**src/hw/rtl/wsd_pkg.sv**
```systemverilog
package wsd_pkg;

    // Second header byte: 7-bit length codes that announce an extended length
    localparam logic [6:0] LEN_CODE_16 = 7'd126;
    localparam logic [6:0] LEN_CODE_64 = 7'd127;

    // Byte index of the last byte of each multi-byte header field
    localparam logic [2:0] EXT16_LAST = 3'd1;
    localparam logic [2:0] EXT64_LAST = 3'd7;
    localparam logic [2:0] KEY_LAST   = 3'd3;

    typedef struct packed {
        logic [7:0] stream_byte;
    } in_item_t;

    typedef struct packed {
        logic [7:0] payload_byte;
        logic       has_data;
        logic [3:0] frame_opcode;
        logic       final_fragment;
        logic       end_of_frame;
    } out_item_t;

endpackage

```
**src/hw/rtl/wsd_stream_if.sv**
```systemverilog
interface wsd_stream_if #(
    parameter type payload_t = logic
);
    logic     valid;
    logic     ready;
    payload_t payload;

    modport source (
        output valid,
        output payload,
        input  ready
    );

    modport sink (
        input  valid,
        input  payload,
        output ready
    );
endinterface

```
**src/hw/rtl/wsd_frame_parser.sv**
```systemverilog
module wsd_frame_parser
    import wsd_pkg::*;
#(
    parameter int LENGTH_BITS = 64
) (
    input  logic       clk,
    input  logic       rst_n,
    input  logic       advance,
    input  logic [7:0] stream_byte,
    output logic       emit,
    output out_item_t  result
);

    typedef enum logic [2:0] {
        PH_HDR0    = 3'd0,
        PH_HDR1    = 3'd1,
        PH_EXTLEN  = 3'd2,
        PH_KEY     = 3'd3,
        PH_PAYLOAD = 3'd4
    } phase_t;

    phase_t                   phase_reg, phase_next;
    logic [2:0]               count_reg, count_next;
    logic [LENGTH_BITS-1:0]   rem_reg, rem_next;
    logic                     ovf_reg, ovf_next;
    logic [31:0]              key_reg, key_next;
    logic [1:0]               pos_reg, pos_next;
    logic [3:0]               opcode_reg, opcode_next;
    logic                     fin_reg, fin_next;
    logic                     masked_reg, masked_next;
    logic                     long_reg, long_next;

    logic [6:0]               code;
    logic [LENGTH_BITS-1:0]   shifted;
    logic [LENGTH_BITS-1:0]   len_sat;
    logic [LENGTH_BITS-1:0]   len_final;
    logic                     hdr_done;
    logic [7:0]               key_byte;

    // Next-state and result for the byte at the input
    always_comb
    begin
        phase_next  = phase_reg;
        count_next  = count_reg;
        rem_next    = rem_reg;
        ovf_next    = ovf_reg;
        key_next    = key_reg;
        pos_next    = pos_reg;
        opcode_next = opcode_reg;
        fin_next    = fin_reg;
        masked_next = masked_reg;
        long_next   = long_reg;
        hdr_done    = 1'b0;
        len_final   = rem_reg;
        emit        = 1'b0;
        code        = stream_byte[6:0];
        shifted     = {rem_reg[LENGTH_BITS-9:0], stream_byte};
        len_sat     = shifted;
        key_byte    = 8'h00;
        result      = '{payload_byte: 8'h00, has_data: 1'b0, frame_opcode: opcode_reg,
                        final_fragment: fin_reg, end_of_frame: 1'b0};

        unique case (phase_reg)
            PH_HDR1:
            begin
                masked_next = stream_byte[7];
                key_next    = '0;
                count_next  = '0;
                ovf_next    = 1'b0;
                if (code == LEN_CODE_16 || code == LEN_CODE_64)
                begin
                    long_next  = (code == LEN_CODE_64);
                    rem_next   = '0;
                    phase_next = PH_EXTLEN;
                end
                else
                begin
                    long_next = 1'b0;
                    rem_next  = LENGTH_BITS'(code);
                    if (stream_byte[7])
                    begin
                        phase_next = PH_KEY;
                    end
                    else
                    begin
                        hdr_done  = 1'b1;
                        len_final = LENGTH_BITS'(code);
                    end
                end
            end

            PH_EXTLEN:
            begin
                // bits pushed out of the top make the length saturate
                ovf_next   = ovf_reg | (|rem_reg[LENGTH_BITS-1:LENGTH_BITS-8]);
                count_next = count_reg + 3'd1;
                rem_next   = shifted;
                if (long_reg ? (count_reg == EXT64_LAST) : (count_reg == EXT16_LAST))
                begin
                    len_sat    = ovf_next ? '1 : shifted;
                    rem_next   = len_sat;
                    count_next = '0;
                    if (masked_reg)
                    begin
                        phase_next = PH_KEY;
                    end
                    else
                    begin
                        hdr_done  = 1'b1;
                        len_final = len_sat;
                    end
                end
            end

            PH_KEY:
            begin
                key_next   = {key_reg[23:0], stream_byte};
                count_next = count_reg + 3'd1;
                if (count_reg == KEY_LAST)
                begin
                    hdr_done  = 1'b1;
                    len_final = rem_reg;
                end
            end

            PH_PAYLOAD:
            begin
                if (masked_reg)
                begin
                    case (pos_reg)
                        2'd0:    key_byte = key_reg[31:24];
                        2'd1:    key_byte = key_reg[23:16];
                        2'd2:    key_byte = key_reg[15:8];
                        default: key_byte = key_reg[7:0];
                    endcase
                end
                pos_next            = pos_reg + 2'd1;
                rem_next            = rem_reg - LENGTH_BITS'(1);
                emit                = 1'b1;
                result.payload_byte = stream_byte ^ key_byte;
                result.has_data     = 1'b1;
                if (rem_reg == LENGTH_BITS'(1))
                begin
                    result.end_of_frame = 1'b1;
                    phase_next          = PH_HDR0;
                end
            end

            default:
            begin
                fin_next    = stream_byte[7];
                opcode_next = stream_byte[3:0];
                count_next  = '0;
                phase_next  = PH_HDR1;
            end
        endcase

        // Header complete: start payload, or report an empty frame
        if (hdr_done)
        begin
            count_next = '0;
            pos_next   = '0;
            rem_next   = len_final;
            if (len_final == '0)
            begin
                phase_next          = PH_HDR0;
                emit                = 1'b1;
                result.end_of_frame = 1'b1;
            end
            else
            begin
                phase_next = PH_PAYLOAD;
            end
        end
    end

    always_ff @(posedge clk or negedge rst_n)
    begin
        if (!rst_n)
        begin
            phase_reg  <= PH_HDR0;
            count_reg  <= '0;
            rem_reg    <= '0;
            ovf_reg    <= 1'b0;
            key_reg    <= '0;
            pos_reg    <= '0;
            opcode_reg <= '0;
            fin_reg    <= 1'b0;
            masked_reg <= 1'b0;
            long_reg   <= 1'b0;
        end
        else if (advance)
        begin
            phase_reg  <= phase_next;
            count_reg  <= count_next;
            rem_reg    <= rem_next;
            ovf_reg    <= ovf_next;
            key_reg    <= key_next;
            pos_reg    <= pos_next;
            opcode_reg <= opcode_next;
            fin_reg    <= fin_next;
            masked_reg <= masked_next;
            long_reg   <= long_next;
        end
    end

    // Payload phase always has bytes left to take
    a_payload_nonzero: assert property (@(posedge clk) disable iff (!rst_n)
        phase_reg == PH_PAYLOAD |-> rem_reg != '0)
        else $error("payload phase with zero remaining length");

    // First header byte always leads to the second
    a_hdr0_to_hdr1: assert property (@(posedge clk) disable iff (!rst_n)
        advance && phase_reg == PH_HDR0 |=> phase_reg == PH_HDR1)
        else $error("first header byte did not advance to second");

    // A frame's last result returns the parser to the first header byte
    a_eof_restart: assert property (@(posedge clk) disable iff (!rst_n)
        advance && emit && result.end_of_frame |=> phase_reg == PH_HDR0)
        else $error("end of frame did not restart header parse");

endmodule

```
**src/hw/rtl/wsd_result_reg.sv**
```systemverilog
module wsd_result_reg
    import wsd_pkg::*;
(
    input  logic       clk,
    input  logic       rst_n,
    input  logic       load,
    input  out_item_t  item,
    output logic       can_load,
    wsd_stream_if.source frames
);

    logic      valid_reg;
    out_item_t item_reg;

    // Register may refill in the cycle its transaction leaves
    assign can_load       = !valid_reg || frames.ready;
    assign frames.valid   = valid_reg;
    assign frames.payload = item_reg;

    always_ff @(posedge clk or negedge rst_n)
    begin
        if (!rst_n)
        begin
            valid_reg <= 1'b0;
        end
        else if (can_load)
        begin
            valid_reg <= load;
        end
    end

    always_ff @(posedge clk)
    begin
        if (can_load && load)
        begin
            item_reg <= item;
        end
    end

endmodule

```
**src/hw/rtl/websocket_frame_deframer_top.sv**
```systemverilog
// Channel  Dir   Payload                                             Transaction
// stream   in    stream_byte[7:0]                                    valid & ready
// frames   out   payload_byte[7:0], has_data, frame_opcode[3:0],     valid & ready
//                final_fragment, end_of_frame
//
// One byte per cycle unless frames stalls; results show on frames in the next cycle.
// Header bytes and payload bytes are all taken at that rate; the result register
// is the only storage between input and output.
// Reset: asynchronous, active low; parser returns to the first header byte.
// stream.ready drops only while frames holds a result that is not taken.
module websocket_frame_deframer_top
    import wsd_pkg::*;
#(
    parameter int LENGTH_BITS = 64
) (
    input  logic clk,
    input  logic rst_n,
    wsd_stream_if.sink   stream,
    wsd_stream_if.source frames
);

    logic      accept;
    logic      can_load;
    logic      emit;
    out_item_t result;

    assign stream.ready = can_load;
    assign accept       = stream.valid && can_load;

    wsd_frame_parser #(
        .LENGTH_BITS (LENGTH_BITS)
    ) u_parser (
        .clk         (clk),
        .rst_n       (rst_n),
        .advance     (accept),
        .stream_byte (stream.payload.stream_byte),
        .emit        (emit),
        .result      (result)
    );

    wsd_result_reg u_result (
        .clk      (clk),
        .rst_n    (rst_n),
        .load     (accept && emit),
        .item     (result),
        .can_load (can_load),
        .frames   (frames)
    );

endmodule

```
**src/flat_wrapper.sv**
```systemverilog
// flat-port wrapper written by rule: the top's interface ports become plain ports
module websocket_frame_deframer_top_flat import wsd_pkg::*;
#(
    parameter int LENGTH_BITS = 64
)
  (clk, rst_n, stream_valid, stream_payload, stream_ready, frames_valid, frames_payload, frames_ready);
  wsd_stream_if #(.payload_t(in_item_t)) stream_i ();
  wsd_stream_if #(.payload_t(out_item_t)) frames_i ();
  input  logic clk;
  input  logic rst_n;
  input wire logic [$bits(stream_i.valid)-1:0] stream_valid;
  input wire logic [$bits(stream_i.payload)-1:0] stream_payload;
  output wire logic [$bits(stream_i.ready)-1:0] stream_ready;
  output wire logic [$bits(frames_i.valid)-1:0] frames_valid;
  output wire logic [$bits(frames_i.payload)-1:0] frames_payload;
  input wire logic [$bits(frames_i.ready)-1:0] frames_ready;
  assign stream_i.valid = stream_valid;
  assign stream_i.payload = stream_payload;
  assign stream_ready = stream_i.ready;
  assign frames_valid = frames_i.valid;
  assign frames_payload = frames_i.payload;
  assign frames_i.ready = frames_ready;
  websocket_frame_deframer_top #(.LENGTH_BITS(LENGTH_BITS)) u_core (.clk(clk), .rst_n(rst_n), .stream(stream_i), .frames(frames_i));
endmodule
```
**config.mk**
```make
export PLATFORM = sky130hd
export DESIGN_NAME = websocket_frame_deframer_top_flat
export DESIGN_NICKNAME = d
export VERILOG_FILES = /design/src/hw/rtl/wsd_pkg.sv /design/src/hw/rtl/wsd_stream_if.sv /design/src/hw/rtl/wsd_frame_parser.sv /design/src/hw/rtl/wsd_result_reg.sv /design/src/hw/rtl/websocket_frame_deframer_top.sv /design/src/flat_wrapper.sv
export SDC_FILE = /design/constraint.sdc
export NUM_CORES = 1
export LEC_CHECK = 0
export BUFFER_PORTS_ARGS = -buffer_cell sky130_fd_sc_hd__clkbuf_2
export CELL_PAD_IN_SITES_DETAIL_PLACEMENT = 1
export CELL_PAD_IN_SITES_GLOBAL_PLACEMENT = 2
export CORE_UTILIZATION = 34
export DETAILED_ROUTE_END_ITERATION = 12
export PLACE_DENSITY = 0.78
export REMOVE_ABC_BUFFERS = 1
export SKIP_CTS_REPAIR_TIMING = 1
export SYNTH_ARGS = -nofsm -noshare
export SYNTH_HDL_FRONTEND = slang
export SYNTH_SLANG_ARGS = --single-unit
```
**constraint.sdc**
```tcl
create_clock -name clk -period 2.8 [get_ports clk]
set_input_delay 0.28 -clock clk [delete_from_list [all_inputs] [get_ports clk]]
set_output_delay 0.28 -clock clk [all_outputs]
set_load 0.02 [all_outputs]
```
# Word level (Yosys, flattened, before mapping)
# Index checks and enable logic that the tools add are counted.
[op_classes]
eq_ne = 18
bitwise_logic = 3
n_reduce_logical = 22
n_addsub = 3
muxes = 44
[op_table]
columns = ["op", "count"]
rows = [
  ["$mux W64", 7],
  ["$pmux W64 S3", 1],
  ["$pmux W64 S2", 1],
  ["$eq A64 B1 Y1 const B", 1],
  ["$logic_not A64 Y1", 1],
  ["$pmux W32 S2", 1],
  ["$sub A64 B1 Y64 const B", 1],
  ["$mux W3", 9],
  ["$pmux W8 S3", 1],
  ["$mux W8", 2],
  ["$mux W1", 15],
  ["$eq A7 B7 Y1 const B", 2],
  ["$reduce_and A2 Y1", 7],
  ["$pmux W3 S4", 1],
  ["$eq A3 B2 Y1 const B", 3],
  ["$ne A3 B3 Y1 const B", 3],
  ["$pmux W3 S3", 1],
  ["$reduce_or A8 Y1", 1],
  ["$xor A8 B8 Y8", 1],
  ["$mux W7", 1],
  ["$eq A3 B1 Y1 const B", 2],
  ["$eq A3 B3 Y1 const B", 2],
  ["$reduce_and A6 Y1", 1],
  ["$reduce_bool A2 Y1", 3],
  ["17 further kinds", 22],
]
[totals]
inputBits = 12
register_bits = 128
output_inout_bits = 17

# Logic depth before layout (Yosys ltp)
# Gate-level depths: netlist (run 1).
[logic_depth]
word_depth = 11
mapped_depth = 9
mapped_depth_nobuf = 8

# Modules after synthesis
# A second synthesis (run 1) with hierarchy kept.
[hier_totals]
hier_cells = 1080
area_unflattened_um2 = 8788.4
[by_module_without_submodules]
columns = ["module", "cells_each", "area_per_inst_um2", "n_inst"]
rows = [
  ["wsd_frame_parser", 1059, 8271.7, 1],
  ["wsd_result_reg", 19, 504.2, 1],
  ["websocket_frame_deframer_top", 2, 12.5, 1],
]

# Worst setup path before layout (run 1)
# Ideal clock, no wire load.
[synth_timing]
kind = "flip-flop to flip-flop"
start = "reg u_core.u_parser.phase_reg[1]"
end = "reg u_core.u_result.item_reg (netlist bit u_core.u_result.frames.payload[0]), enable pin"
path_slack_ns = 0.085
path_stages_with_launch = 8
t_required_ns = 2.431
setup_ns = 0.369
synth_period_minus_slack_ns = 2.715
arrival_time_ns = 2.346
path_buffers = 1
path_cell_list = "dfrtp_1 > clkbuf_1 > nor3b_2 > o2111a_1 > nor2_1 > mux2i_1 > nor4_1 > o21a_1"
[synth_between]
elab_chain_cells = 7
elab_cells_between_ends = 12
cone_classes = "eq/ne (4); mux (5); reduce/logical (3)"
[synth_lines]
columns = ["element", "line", "rtl"]
rows = [
  ["start, declared", "wsd_frame_parser.sv:22", "phase_t phase_reg, phase_next;"],
  ["start signal, assigned", "wsd_frame_parser.sv:194", "phase_reg <= phase_next;"],
  ["$eq A3 B2 Y1 / $eq A3 B1 Y1 (equally long branches)", "wsd_frame_parser.sv:63", "unique case (phase_reg)"],
  ["$pmux W64 S2", "wsd_frame_parser.sv:63", ""],
  ["$logic_not A64 Y1", "wsd_frame_parser.sv:164", "if (len_final == '0)"],
  ["$mux W1", "wsd_frame_parser.sv:164", ""],
  ["$mux W1 (*)", "wsd_frame_parser.sv:159", "if (hdr_done)"],
  ["$logic_and A1 B1 Y1 (*)", "websocket_frame_deframer_top.sv:44", ".load (accept && emit),"],
  ["$logic_and A1 B1 Y1 (*)", "wsd_result_reg.sv:34", "if (can_load && load)"],
  ["end signal, assigned", "wsd_result_reg.sv:36", "item_reg <= item;"],
  ["end, declared", "wsd_result_reg.sv:13", "out_item_t item_reg;"],
]
# Mark *: on every way between the ends. The rest lies on a longest branch, timed or not.
# A chain may end at the register's enable or synchronous reset.

# Final worst setup path (run 1)
[layout_timing]
start = "reg u_core.u_parser.rem_reg[50]"
end = "reg u_core.u_result.item_reg (netlist bit u_core.u_result.frames.payload[13]), enable pin"
[layout_between]
elab_chain_cells = 9
elab_cells_between_ends = 11
cone_classes = "mux (8); reduce/logical (3)"
[layout_lines]
columns = ["element", "line", "rtl"]
rows = [
  ["start, declared", "wsd_frame_parser.sv:24", "logic [LENGTH_BITS-1:0] rem_reg, rem_next;"],
  ["start signal, assigned", "wsd_frame_parser.sv:196", "rem_reg <= rem_next;"],
  ["$mux W64", "wsd_frame_parser.sv:100", "len_sat = ovf_next ? '1 : shifted;"],
  ["$mux W64", "wsd_frame_parser.sv:103", "if (masked_reg)"],
  ["$mux W64", "wsd_frame_parser.sv:98", "if (long_reg ? (count_reg == EXT64_LAST) : (count_reg == EXT16_LAST))"],
  ["$pmux W64 S2 (*)", "wsd_frame_parser.sv:63", ""],
  ["$logic_not A64 Y1 (*)", "wsd_frame_parser.sv:164", ""],
  ["$mux W1 (*)", "wsd_frame_parser.sv:164", ""],
  ["$mux W1 (*)", "wsd_frame_parser.sv:159", ""],
  ["$logic_and A1 B1 Y1 (*)", "websocket_frame_deframer_top.sv:44", ""],
  ["$logic_and A1 B1 Y1 (*)", "wsd_result_reg.sv:34", ""],
]
# Marks and branches as above.

==> impl_summary.txt, run 1 <==
----------------------------------------------------
[Outcome]
  Run status ... finished, violations left
  Violated checks ... negative hold slack

[Setup path]
  Kind of capture point of the worst setup path ... flip-flop
  CP Launch Type ... flip-flop
  Count of buffer and inverter cells on the critical path ... 2
  Ordered cell list for the critical path ... nor4_1 > nand2_1 > nor4_1 > o32ai_1 > nor4_1 > buf_4 > o21a_1 > buf_12
  Kind of cell with the highest combined delay on the critical path ... simple AND/OR/NAND/NOR gates
  Cell with the biggest individual delay on the critical path ... dfrtp_1
  Category of the most critical setup path ... reg2reg
  Max incr delay on CP ... roughly 0.45 ns
  Worst path most repeated cell ... nor4_1
  Data arrival time of the worst path ... 2.92 ns
  Maximum fanout count along the critical path ... 13
  Required time at the endpoint of the critical path ... 2.94 ns

[Yosys]
  Warnings from Yosys ... 0
  Synth Area per Inst ... between 7 and 8 um^2
  Proportion of register bits with asynchronous set or reset after synthesis ... between 80% and 90%
  Number of synthesized register bits ... between 100 and 150
  Synth cell types ... between 70 and 80
  Dominant register cell in the synthesized netlist ... dfrtp_1
  Post-synthesis sequential area ratio ... 37.1%
  Count of flip-flops with a built-in enable after synthesis ... 15
  Synthesized area ... 8850 um^2
  Post-synthesis cell count ... between 1k and 1.5k

[Place]
  Placed wire-length estimate ... approximately 25000 um
  Number of buffer cells added on primary ports ... 28
  Placer's final routability congestion estimate ... ~0.93
  Total instance count after detailed placement ... ~1.5k

[Route]
  Via count ... between 9k and 10k
  Count of antenna-violating nets left after detailed routing ... 0
  Drt wl/cell ... 24.7 um
  DRC Markers ... 0
  Number of DRC markers after the initial detailed-route iteration ... approximately 1.1k
  DR vias/cell ... 6.40
  Drt total wl ... between 30000 and 40000 um
  Pre-Repair DR Iteration Count ... 6

[Floorplan]
  DIE AREA ... 26700 um^2
  Vertical die dimension ... about 160 um
  Horiz. Die Dim ... around 160 um
  Core area ... about 25000 um^2
  Floorplan row count ... 58
  I/O pin count ... 29
  Initial cell density of the core ... around a third

[Timing]
  Post-layout min period ... 2.78 ns
  Tightest Pin Transition ... ~0.88 ns
  Post-route fraction of the period consumed by the critical path ... approximately 99%
  Hold Vio Cnt, Final ... 2
  Final max-slew violation count ... 0
  Worst hold slack across all endpoints ... -0.00840 ns
  Slew headroom ... 40.6%
  Fmax ... 360 MHz
  Worst clock skew ... approximately 0.012 ns
  Endpoints failing setup ... 0
  RSZ-0062 raised after global routing ... no

[GRT]
  Pin count of the biggest net entering global routing ... a little over 70
  Number of antenna violations at the first check in global routing ... 0
  GRT overflow ... 0
  Total global-route track usage ... between 20% and 30%
  Via count of the first global-routing pass ... just under 10k
  First-pass GRT wire length ... a little under 60000 um

[Clock network]
  Clock buffers created by TritonCTS ... 17
  # clock sinks ... between 100 and 150
  Number of levels in the clock H-tree ... 4
  Number of buffers between clock root and the deepest sink ... 2
  Clock transition at the registers of the reported paths ... 0.07 ns
  Root Buffer Master ... clkbuf_16
  TritonCTS clock tree ... yes
  Insertion delay to the later sink of the worst-skew pair ... approximately 0.43 ns

[Pwr]
  Net switching power ... between 6000 and 7000 uW
  Switching power as a share of total power ... approximately half
  Cell Int Power ... between 6000 and 7000 uW
  Comb power frac ... a little over half
  PD cells ... between 1000 and 1500 nW/um^2
  Clock network power share ... around a fifth
  Maximum vdd ir drop ... just under 500 uV
  Register share of total power ... between 20% and 30%
  Static leakage ... about 0.0042 uW

[Cells and area]
  Fraction of final layout cells sized beyond drive strength 1 ... 18.3%
  Number of flip-flops under the largest register name ... 64
  Number of nets in the layout ... approximately 1.2k
  Count of filler cells inserted in the layout ... 3019
  Post-route core utilization ... 41.9%
  Most common cell after layout, fill and taps aside ... o21ai_0
  Top library cells by usage in the layout, fill and taps aside ... o21ai_0 (206), nand2_1 (153), dfrtp_1 (112)
  Post-route insts no fill ... 1529
  Ant diodes ... 0
  Area delta synth->final ... 20.1%

[Worst hold path]
  Worst hold path class ... in2async

[Run]
  Reported max-cap violation count ... 0

----------------------------------------------------
through the flow:
stage          setup WS [ns]  power, uW  cell area (um^2)  setup TNS (ns)  hold WS, ns
6_report              0.0225      12900             10600               0     -0.00840
5_1_grt               0.0229      13600             10600               0       0.0404
4_1_cts              -0.0647      12600             10500          -0.847       0.0182
3_5_place_dp         -0.0500      10200              9930          -0.697        0.433
3_3_place_gp        -0.00221      10100              9930         -0.0238        0.430
2_1_floorplan          -2.14       7080              8410         -131.46      -0.0156
cells by family (layout without fill, tap and decap cells):
family | after synthesis | in the layout | share of synthesized area, %
DFF | 128 | 128 | 37.1
adders and majority gates | 8 | 8 | 1.13
xor gates and xnor gates | 18 | 18 | 1.78
muxes | 7 | 7 | 0.877
and+or+nand+nor | 439 | 439 | 24.4
AOI/OAI and AO/OA | 415 | 415 | 29.3
buffers and inverters | 122 | 184 | 5.44
layout make-up:
type                       count  area (um^2)  area share (%)
clock buffer                  17          425            4.00
clock inverter                15          186            1.76
inverter                      11         41.3           0.389
multi-input combinational    887         5190            48.8
sequential                   128         3280            30.9
tap                          330          413            3.89
timing repair buffer         141         1090            10.3
cells in the mapped netlist (all sizes together), types with 7 or more instances:
| master | count | area (um^2) |
|---|---|---|
| a21o | 9 | 67.6 |
| a21oi | 28 | 140 |
| a222oi | 8 | 80.1 |
| a31oi | 24 | 150 |
| a32o | 20 | 200 |
| and3 | 8 | 52.6 |
| buf | 14 | 76.3 |
| clkbuf | 97 | 364 |
| dfrtp | 113 | 2830 |
| edfxtp | 15 | 450 |
| ha | 8 | 100 |
| inv | 10 | 37.5 |
| nand2 | 154 | 578 |
| nand3 | 39 | 215 |
| nand4 | 9 | 56.3 |
| nor2 | 104 | 390 |
| nor3 | 41 | 233 |
| nor4 | 38 | 280 |
| o211ai | 14 | 105 |
| o21a | 10 | 75.1 |
| o21ai | 233 | 1170 |
| o311a | 7 | 70.1 |
| o311ai | 11 | 96.3 |
| or3 | 7 | 43.8 |
| or4 | 7 | 60.1 |
| xor2 | 12 | 105 |
per-layer routing:
layer	part of all wire [%]	routed length [um]	vias to the layer above	GRT usage [%]
li1	-	-	4327	-
met5	0	0	-	0
met4	2.8	1070	0	12.0
met1	45	17000	4931	40.7
met3	7.9	2990	83	5.64
met2	44	16700	444	43.9
worst paths after layout:
check	slack, ns	start	end	depth (start not counted)
worst max-delay path	0.02	u_core.u_parser.rem_reg[50]	u_core.u_result.frames.payload[13]	8
worst min-delay path	-0.008	rst_n	u_core.u_parser.key_reg[24]	2
worst max register to register	0.02	u_core.u_parser.rem_reg[50]	u_core.u_result.frames.payload[13]	8
worst min register to register	0.45	u_core.u_parser.opcode_reg[3]	u_core.u_result.frames.payload[5]	0
max in group asynchronous	2.16	rst_n	u_core.u_parser.phase_reg[1]	2
min in group clk	0.11	stream_valid	u_core.u_result.frames.valid	2
power groups by stage:
| stage | Combinational [uW] | Sequential [uW] | Clock (uW) |
|---|---|---|---|
| 5_1_grt | 7500 | 3630 | 2470 |
| 3_3_place_gp | 6620 | 3490 | 0 |
| 6_report | 6930 | 3550 | 2390 |
| 2_1_floorplan | 3650 | 3420 | 0 |
| 4_1_cts | 6750 | 3490 | 2410 |
| 3_5_place_dp | 6710 | 3520 | 0 |
(Power assumes the default switching activity.)
==> inputs of run 2 (changes only) <==
--- a/config.mk
+++ b/config.mk
@@ -10,6 +10,8 @@
 export CELL_PAD_IN_SITES_GLOBAL_PLACEMENT = 2
 export CORE_UTILIZATION = 34
 export DETAILED_ROUTE_END_ITERATION = 12
+export GPL_ROUTABILITY_DRIVEN = 0
+export HOLD_SLACK_MARGIN = 0.15
 export PLACE_DENSITY = 0.78
 export REMOVE_ABC_BUFFERS = 1
 export SKIP_CTS_REPAIR_TIMING = 1
==> impl_summary.txt, run 2 (synthesis results as in run 1) <==
----------------------------------------------------
[Outcome]
  Run status ... completed

[Setup path]
  Data arrival time of the worst path ... 2.88 ns (-0.04 ns)
  Max incr delay on CP ... 0.44 ns (about the same)
  Required time at the endpoint of the critical path ... 2.94 ns (about the same)
  Kind of capture point of the worst setup path ... flip-flop
  Cell with the biggest individual delay on the critical path ... dfrtp_1
  Category of the most critical setup path ... reg2reg
  Worst Reg-to-Reg Cells ... 8 (unchanged)
  CP Launch Type ... flip-flop
  Ordered cell list for the critical path ... nor4_1 > nand2_1 > nor4_1 > o32ai_1 > nor4_1 > buf_4 > o21a_1 > buf_12
  Maximum fanout count along the critical path ... 13 (unchanged)
  Worst path most repeated cell ... nor4_1
  Timing startpoint of the critical path ... u_core.u_parser.rem_reg[50]
  Endpoint of the lowest-slack register-to-register path ... u_core.u_result.frames.payload[13]
  Startpoint of the most critical register-to-register path ... u_core.u_parser.rem_reg[50]
  Reg-to-reg setup timing slack ... 0.06 ns (+0.04 ns)

[Cells and area]
  Ant diodes ... 0 (unchanged)
  Area delta synth->final ... 20.3%
  Post-route core utilization ... 42.0% (+0.079 points)
  Number of flip-flops under the largest register name ... 64 (unchanged)
  Fraction of final layout cells sized beyond drive strength 1 ... 18.2% (-0.030 points)
  Top library cells by usage in the layout, fill and taps aside ... o21ai_0 (206), nand2_1 (153), dfrtp_1 (112)
  Count of filler cells inserted in the layout ... 3021 (+0.066%)
  Most common cell after layout, fill and taps aside ... o21ai_0
  Number of nets in the layout ... 1208 (+0.17%)

[Floorplan]
  I/O pin count ... 29 (unchanged)
  Core area ... 25300 um^2 (unchanged)
  DIE AREA ... 26700 um^2 (unchanged)
  Horiz. Die Dim ... 163 um (unchanged)
  Floorplan row count ... 58 (unchanged)
  Initial cell density of the core ... 34.9% (unchanged)
  Vertical die dimension ... 163 um (unchanged)

[Route]
  Count of antenna-violating nets left after detailed routing ... 0 (unchanged)
  Via count ... 9791 (+0.061%)
  DR vias/cell ... 6.40 (about the same)
  Drt wl/cell ... 24.6 um (-0.31%)
  DRC Markers ... 0 (unchanged)
  Drt total wl ... 37700 um (-0.18%)
  Number of DRC markers after the initial detailed-route iteration ... 1025 (-2.8%)
  Pre-Repair DR Iteration Count ... 5 (-1)

[GRT]
  Number of antenna violations at the first check in global routing ... 0 (unchanged)
  Via count of the first global-routing pass ... 9849 (unchanged)
  Pin count of the biggest net entering global routing ... 71 (unchanged)
  First-pass GRT wire length ... 59100 um (unchanged)
  GRT overflow ... 0 (unchanged)
  Total global-route track usage ... 29.2% (unchanged)

[Timing]
  Worst clock skew ... 0.0113 ns (-0.000224 ns)
  Tightest Pin Transition ... 0.874 ns (-0.00865 ns)
  Post-layout min period ... 2.74 ns (-0.0420 ns)
  Post-route fraction of the period consumed by the critical path ... 97.7% (-1.5 points)
  TNS Setup ... 0 ns (unchanged)
  Slew headroom ... 41.2% (+0.58 points)
  Worst hold slack across all endpoints ... 0.158 ns (+0.166 ns)
  Endpoints failing setup ... 0 (unchanged)
  Hold Vio Cnt, Final ... 0 (-2)
  Final max-slew violation count ... 0 (unchanged)
  RSZ-0062 raised after global routing ... no
  Fmax ... 366 MHz (+1.5%)

[Clock network]
  Clock transition at the registers of the reported paths ... 0.07 ns (about the same)
  Number of levels in the clock H-tree ... 4 (unchanged)
  Clock buffers created by TritonCTS ... 17 (unchanged)
  TritonCTS clock tree ... yes
  Root Buffer Master ... clkbuf_16
  Number of buffers between clock root and the deepest sink ... 2 (unchanged)
  # clock sinks ... 128 (unchanged)
  Insertion delay to the later sink of the worst-skew pair ... 0.43 ns (about the same)

[Run]
  Reported max-cap violation count ... 0 (unchanged)

[Worst hold path]
  End of the worst hold path ... u_core.u_parser.key_reg[4]
  Launch point of the worst hold path ... stream_payload[4]
  Hold depth ... 3
  Worst hold path class ... in2reg

[Pwr]
  PD cells ... 1210 nW/um^2 (-0.18%)
  Static leakage ... 0.00423 uW (+0.20%)
  Maximum vdd ir drop ... 489 uV (+0.65%)

[Place]
  Number of buffer cells added on primary ports ... 28 (unchanged)
  Placed wire-length estimate ... 25400 um (unchanged)

----------------------------------------------------
run 2: area by class of cell:
class	instances	area, um^2	share of cell area (%)
clock buffers	17	425	4.00
repair buffers	143	1110	10.4
multi-input cells	887	5190	48.7
clock inverters	15	186	1.75
inverters	11	41.3	0.388
well taps	330	413	3.88
flip-flops and latches	128	3280	30.8
run 2: how the worst max path moves through the flow:
stage | endpoint | slack (ns)
2_1_floorplan | u_core.u_result.frames.payload[0] | -2.14
3_3_place_gp | u_core.u_result.frames.payload[8] | -0.002
3_5_place_dp | u_core.u_result.frames.payload[10] | -0.05
4_1_cts | u_core.u_result.frames.payload[13] | -0.06
5_1_grt | u_core.u_result.frames.payload[13] | 0.02
6_report | u_core.u_result.frames.payload[13] | 0.06
run 2: metrics by stage:
step | setup WS (ns) | power, uW | area [um^2] | std cells
6_report | 0.0646 | 12900 | 10600 | 1531
5_1_grt | 0.0229 | 13600 | 10600 | 1531
4_1_cts | -0.0647 | 12600 | 10500 | 1527
3_5_place_dp | -0.0500 | 10200 | 9930 | 1495
3_3_place_gp | -0.00221 | 10100 | 9930 | 1495
2_1_floorplan | -2.14 | 7080 | 8410 | 1026
run 2: metal layers:
layer  up-vias  wire [um]  GRT usage [%]
met1      4932      16900           40.7
met3        75       3010           5.64
met4         0        981           12.0
li1       4325          -              -
met2       459      16900           43.9
met5         -          0              0
run 2: power by group:
group / internal (uW) / switching (uW)
Clock: 1290 / 1100
Sequential: 2590 / 951
Combinational: 2640 / 4290
Total: 6520 / 6350
run 2: critical path, delay by kind of cell (launching register included):
| kind | cells | cell delay (ns) |
|---|---|---|
| buf+inv | 2 | 0.35 |
| compound gates | 2 | 0.35 |
| simple gates | 4 | 1.31 |
| flops | 1 | 0.44 |
==> inputs of run 3 (changes only) <==
--- a/config.mk
+++ b/config.mk
@@ -5,14 +5,15 @@
 export SDC_FILE = /design/constraint.sdc
 export NUM_CORES = 1
 export LEC_CHECK = 0
+export ABC_AREA = 1
 export BUFFER_PORTS_ARGS = -buffer_cell sky130_fd_sc_hd__clkbuf_2
 export CELL_PAD_IN_SITES_DETAIL_PLACEMENT = 1
 export CELL_PAD_IN_SITES_GLOBAL_PLACEMENT = 2
-export CORE_UTILIZATION = 34
+export CORE_UTILIZATION = 32
 export DETAILED_ROUTE_END_ITERATION = 12
 export GPL_ROUTABILITY_DRIVEN = 0
 export HOLD_SLACK_MARGIN = 0.15
-export PLACE_DENSITY = 0.78
+export PLACE_DENSITY = 0.79
 export REMOVE_ABC_BUFFERS = 1
 export SKIP_CTS_REPAIR_TIMING = 1
 export SYNTH_ARGS = -nofsm -noshare
==> impl_summary.txt, run 3 <==
----------------------------------------------------
[Yosys]
  Proportion of register bits with asynchronous set or reset after synthesis ... 88.3% (unchanged)
  Post-synthesis cell count ... 1541 (+36%)
  Count of flip-flops with a built-in enable after synthesis ... 15 (unchanged)
  Synth cell types ... 46 (-38%)
  Post-synthesis sequential area ratio ... 33.4% (-3.7 points)
  Most frequent cell after synthesis ... nand2_1
  Post-synthesis cell type with the largest combined area ... dfrtp_1
  Synthesized area ... 9830 um^2 (+11%)
  Dominant register cell in the synthesized netlist ... dfrtp_1
  Main area contributors after synthesis ... dfrtp_1 (29%), nand2_1 (12%), o21ai_0 (12%)
  Number of synthesized register bits ... 128 (unchanged)
  Yosys top cell area share ... 28.8% (-3.2 points)
  Top post-synthesis cells by count ... nand2_1 (316), o21ai_0 (226), nor2_1 (197)
  Warnings from Yosys ... 0 (unchanged)
  Synth Area per Inst ... 6.38 um^2 (-18%)

[Timing]
  Final max-slew violation count ... 0 (unchanged)
  Min setup slack post-route ... -0.0163 ns (-0.0809 ns)
  Worst clock skew ... 0.0155 ns (+0.00421 ns)
  Fmax ... 355 MHz (-2.9%)
  Tightest Pin Transition ... 0.640 ns (-0.233 ns)
  Endpoints failing setup ... 15 (+15)
  Post-route fraction of the period consumed by the critical path ... 101% (+2.9 points)
  Worst hold slack across all endpoints ... 0.255 ns (+0.0973 ns)
  Hold Vio Cnt, Final ... 0 (unchanged)
  RSZ-0062 raised after global routing ... yes
  Post-layout min period ... 2.82 ns (+0.0809 ns)
  Slew headroom ... 57.3% (+16 points)

[Route]
  DRC Markers ... 0 (unchanged)
  Number of DRC markers after the initial detailed-route iteration ... 868 (-15%)
  Pre-Repair DR Iteration Count ... 7 (+2)
  Via count ... 11.4k (+17%)
  Drt wl/cell ... 20.8 um (-16%)
  Count of antenna-violating nets left after detailed routing ... 0 (unchanged)
  DR vias/cell ... 5.56 (-13%)
  Drt total wl ... 42700 um (+13%)

[Setup path]
  Worst path most repeated cell ... nand2_1
  Startpoint of the most critical register-to-register path ... u_core.u_parser.rem_reg[61]
  Data arrival time of the worst path ... 2.96 ns (+0.08 ns)
  Reg-to-reg setup timing slack ... -0.02 ns (-0.08 ns)
  Category of the most critical setup path ... reg2reg
  Cell with the biggest individual delay on the critical path ... dfrtp_1
  Kind of capture point of the worst setup path ... flip-flop
  Required time at the endpoint of the critical path ... 2.95 ns (about the same)
  Endpoint of the lowest-slack register-to-register path ... u_core.u_result.frames.payload[2]
  Max incr delay on CP ... 0.39 ns (-0.05 ns)
  Count of buffer and inverter cells on the critical path ... 3 (+1)
  Kind of cell with the highest combined delay on the critical path ... simple AND/OR/NAND/NOR gates
  Maximum fanout count along the critical path ... 25 (+12)
  Worst Reg-to-Reg Cells ... 17 (+9)
  CP Launch Type ... flip-flop
  Ordered cell list for the critical path ... nor2_2 > nand3_2 > nor2_4 > nand2_2 > buf_12 > o21ai_1 > nand2_1 > nor2_1 > nand2_1 > nor2_1 > nand2_1 > nor2_4 > nand2_1 > nand2_1 > nand3_2 > inv_2 > buf_12

[Floorplan]
  Floorplan row count ... 63 (+8.6%)
  Vertical die dimension ... 177 um (+8.5%)
  Core area ... 30000 um^2 (+18%)
  DIE AREA ... 31400 um^2 (+18%)
  Horiz. Die Dim ... 177 um (+8.5%)
  Initial cell density of the core ... 32.8% (-2.1 points)
  I/O pin count ... 29 (unchanged)

[Place]
  Placed wire-length estimate ... 30300 um (+19%)
  Total instance count after detailed placement ... 2015 (+35%)
  Worst setup slack before clock tree synthesis ... -0.219 ns (-0.169 ns)
  Number of buffer cells added on primary ports ... 28 (unchanged)
  Cell area reported after detailed placement ... 11300 um^2 (+14%)

[Cells and area]
  Area delta synth->final ... 22.8%
  Number of flip-flops under the largest register name ... 64 (unchanged)
  Final instance area ... 12100 um^2 (+13%)
  Combined area of the multi-input logic cells ... 5610 um^2 (+8.2%)
  Number of nets in the layout ... 1670 (+38%)
  Top library cells by usage in the layout, fill and taps aside ... nand2_1 (311), o21ai_0 (213), nand3_1 (190)
  Count of filler cells inserted in the layout ... 3856 (+28%)
  Post-route insts no fill ... 2053 (+34%)
  Fraction of final layout cells sized beyond drive strength 1 ... 15.6% (-2.6 points)
  Sequential cell area ... 3280 um^2 (unchanged)
  Most common cell after layout, fill and taps aside ... nand2_1
  Ant diodes ... 0 (unchanged)

[Clock network]
  Number of levels in the clock H-tree ... 4 (unchanged)
  Root Buffer Master ... clkbuf_16
  Clock buffers created by TritonCTS ... 17 (unchanged)
  TritonCTS clock tree ... yes
  Insertion delay to the later sink of the worst-skew pair ... 0.44 ns (about the same)
  # clock sinks ... 128 (unchanged)
  Clock transition at the registers of the reported paths ... 0.07 ns (about the same)
  Number of buffers between clock root and the deepest sink ... 2 (unchanged)

[Worst hold path]
  Launch point of the worst hold path ... stream_payload[0]
  End of the worst hold path ... u_core.u_result.frames.payload[7]
  Worst hold path class ... in2reg
  Hold depth ... 2 (-1)

[Pwr]
  Maximum vdd ir drop ... 595 uV (+22%)
  Total power of the final layout ... 13500 uW (+4.9%)
  PD cells ... 1120 nW/um^2 (-7.5%)
  Static leakage ... 0.00560 uW (+32%)

[Outcome]
  Run status ... finished, violations left
  Violated checks ... negative setup slack

[GRT]
  Via count of the first global-routing pass ... 12.0k (+22%)
  Pin count of the biggest net entering global routing ... 84 (+18%)
  Fraction of met3 tracks used by global routing ... 3.24% (-2.4 points)
  First-pass GRT wire length ... 68500 um (+16%)
  Most Used Layer, Global Route ... met2
  Number of antenna violations at the first check in global routing ... 0 (unchanged)
  Met1 demand-to-capacity share in global routing ... 38.0% (-2.7 points)
  Total global-route track usage ... 28.4% (-0.84 points)
  Met2 Use GR ... 47.0% (+3.1 points)
  GRT overflow ... 0 (unchanged)

[Run]
  Reported max-cap violation count ... 0 (unchanged)

----------------------------------------------------
-- run 3: cell count changes in the layout (fill, tap and decap cells not counted), sizes merged, moves of 18 or more --
cell,delta
a21oi,+21
a32o,-19
buf,+39
inv,+151
nand2,+166
nand3,+155
nor2,+101
nor3,-21
nor4,-36
o21ai,+18
-- run 3: worst max-delay path by stage --
stage | slack, ns | end | cells past startpoint | from
2_1_floorplan | -5.20 | u_core.u_parser.rem_reg[48] | 11 | u_core.u_parser.phase_reg[1]
3_3_place_gp | -0.09 | u_core.u_result.frames.payload[12] | 17 | u_core.u_parser.rem_reg[58]
3_5_place_dp | -0.22 | u_core.u_result.frames.payload[6] | 17 | u_core.u_parser.rem_reg[58]
4_1_cts | -0.30 | u_core.u_result.frames.payload[6] | 17 | u_core.u_parser.rem_reg[56]
5_1_grt | -0.14 | u_core.u_result.frames.payload[6] | 20 | u_core.u_parser.long_reg
6_report | -0.02 | u_core.u_result.frames.payload[2] | 17 | u_core.u_parser.rem_reg[61]
-- run 3: layout make-up --
| type | count | area share (%) |
|---|---|---|
| clock buffers | 18 | 3.56 |
| clock inverters | 14 | 1.50 |
| inverters | 164 | 5.14 |
| multi-input cells | 1157 | 46.5 |
| flip-flops and latches | 128 | 27.2 |
| well taps | 390 | 4.04 |
| repair buffers | 182 | 12.1 |
-- run 3: cells by family (layout without fill, tap and decap cells) --
family	Yosys count	in the layout	share of synthesized area (%)
AOI/OAI and AO/OA	383	383	21.3
xor gates and xnor gates	3	3	0.267
adders and majority gates	8	8	1.02
buffers and inverters	256	378	10.5
DFF	128	128	33.4
and+or+nand+nor	763	763	33.5
-- run 3: power by group --
part | switching, uW | total [uW] | internal [uW]
clock | 1020 | 2440 | 1420
sequential | 749 | 3210 | 2460
combinational | 5240 | 7850 | 2600
total | 7010 | 13500 | 6480
-- run 3: layer usage --
layer | part of all wire, % | routed length (um) | up-vias
met3 | 3.8 | 1620 | 67
met1 | 46 | 19800 | 5651
met4 | 2.3 | 997 | 0
li1 | - | - | 5391
met2 | 48 | 20300 | 299
met5 | 0 | 0 | -
-- run 3: stage by stage --
stage	util [%]	TNS (ns)
global placement	37.8	-1.40
finish	40.3	-0.150
detailed placement	37.8	-3.28
floorplan	-	-457.81
CTS	39.8	-4.35
global route	40.3	-2.04
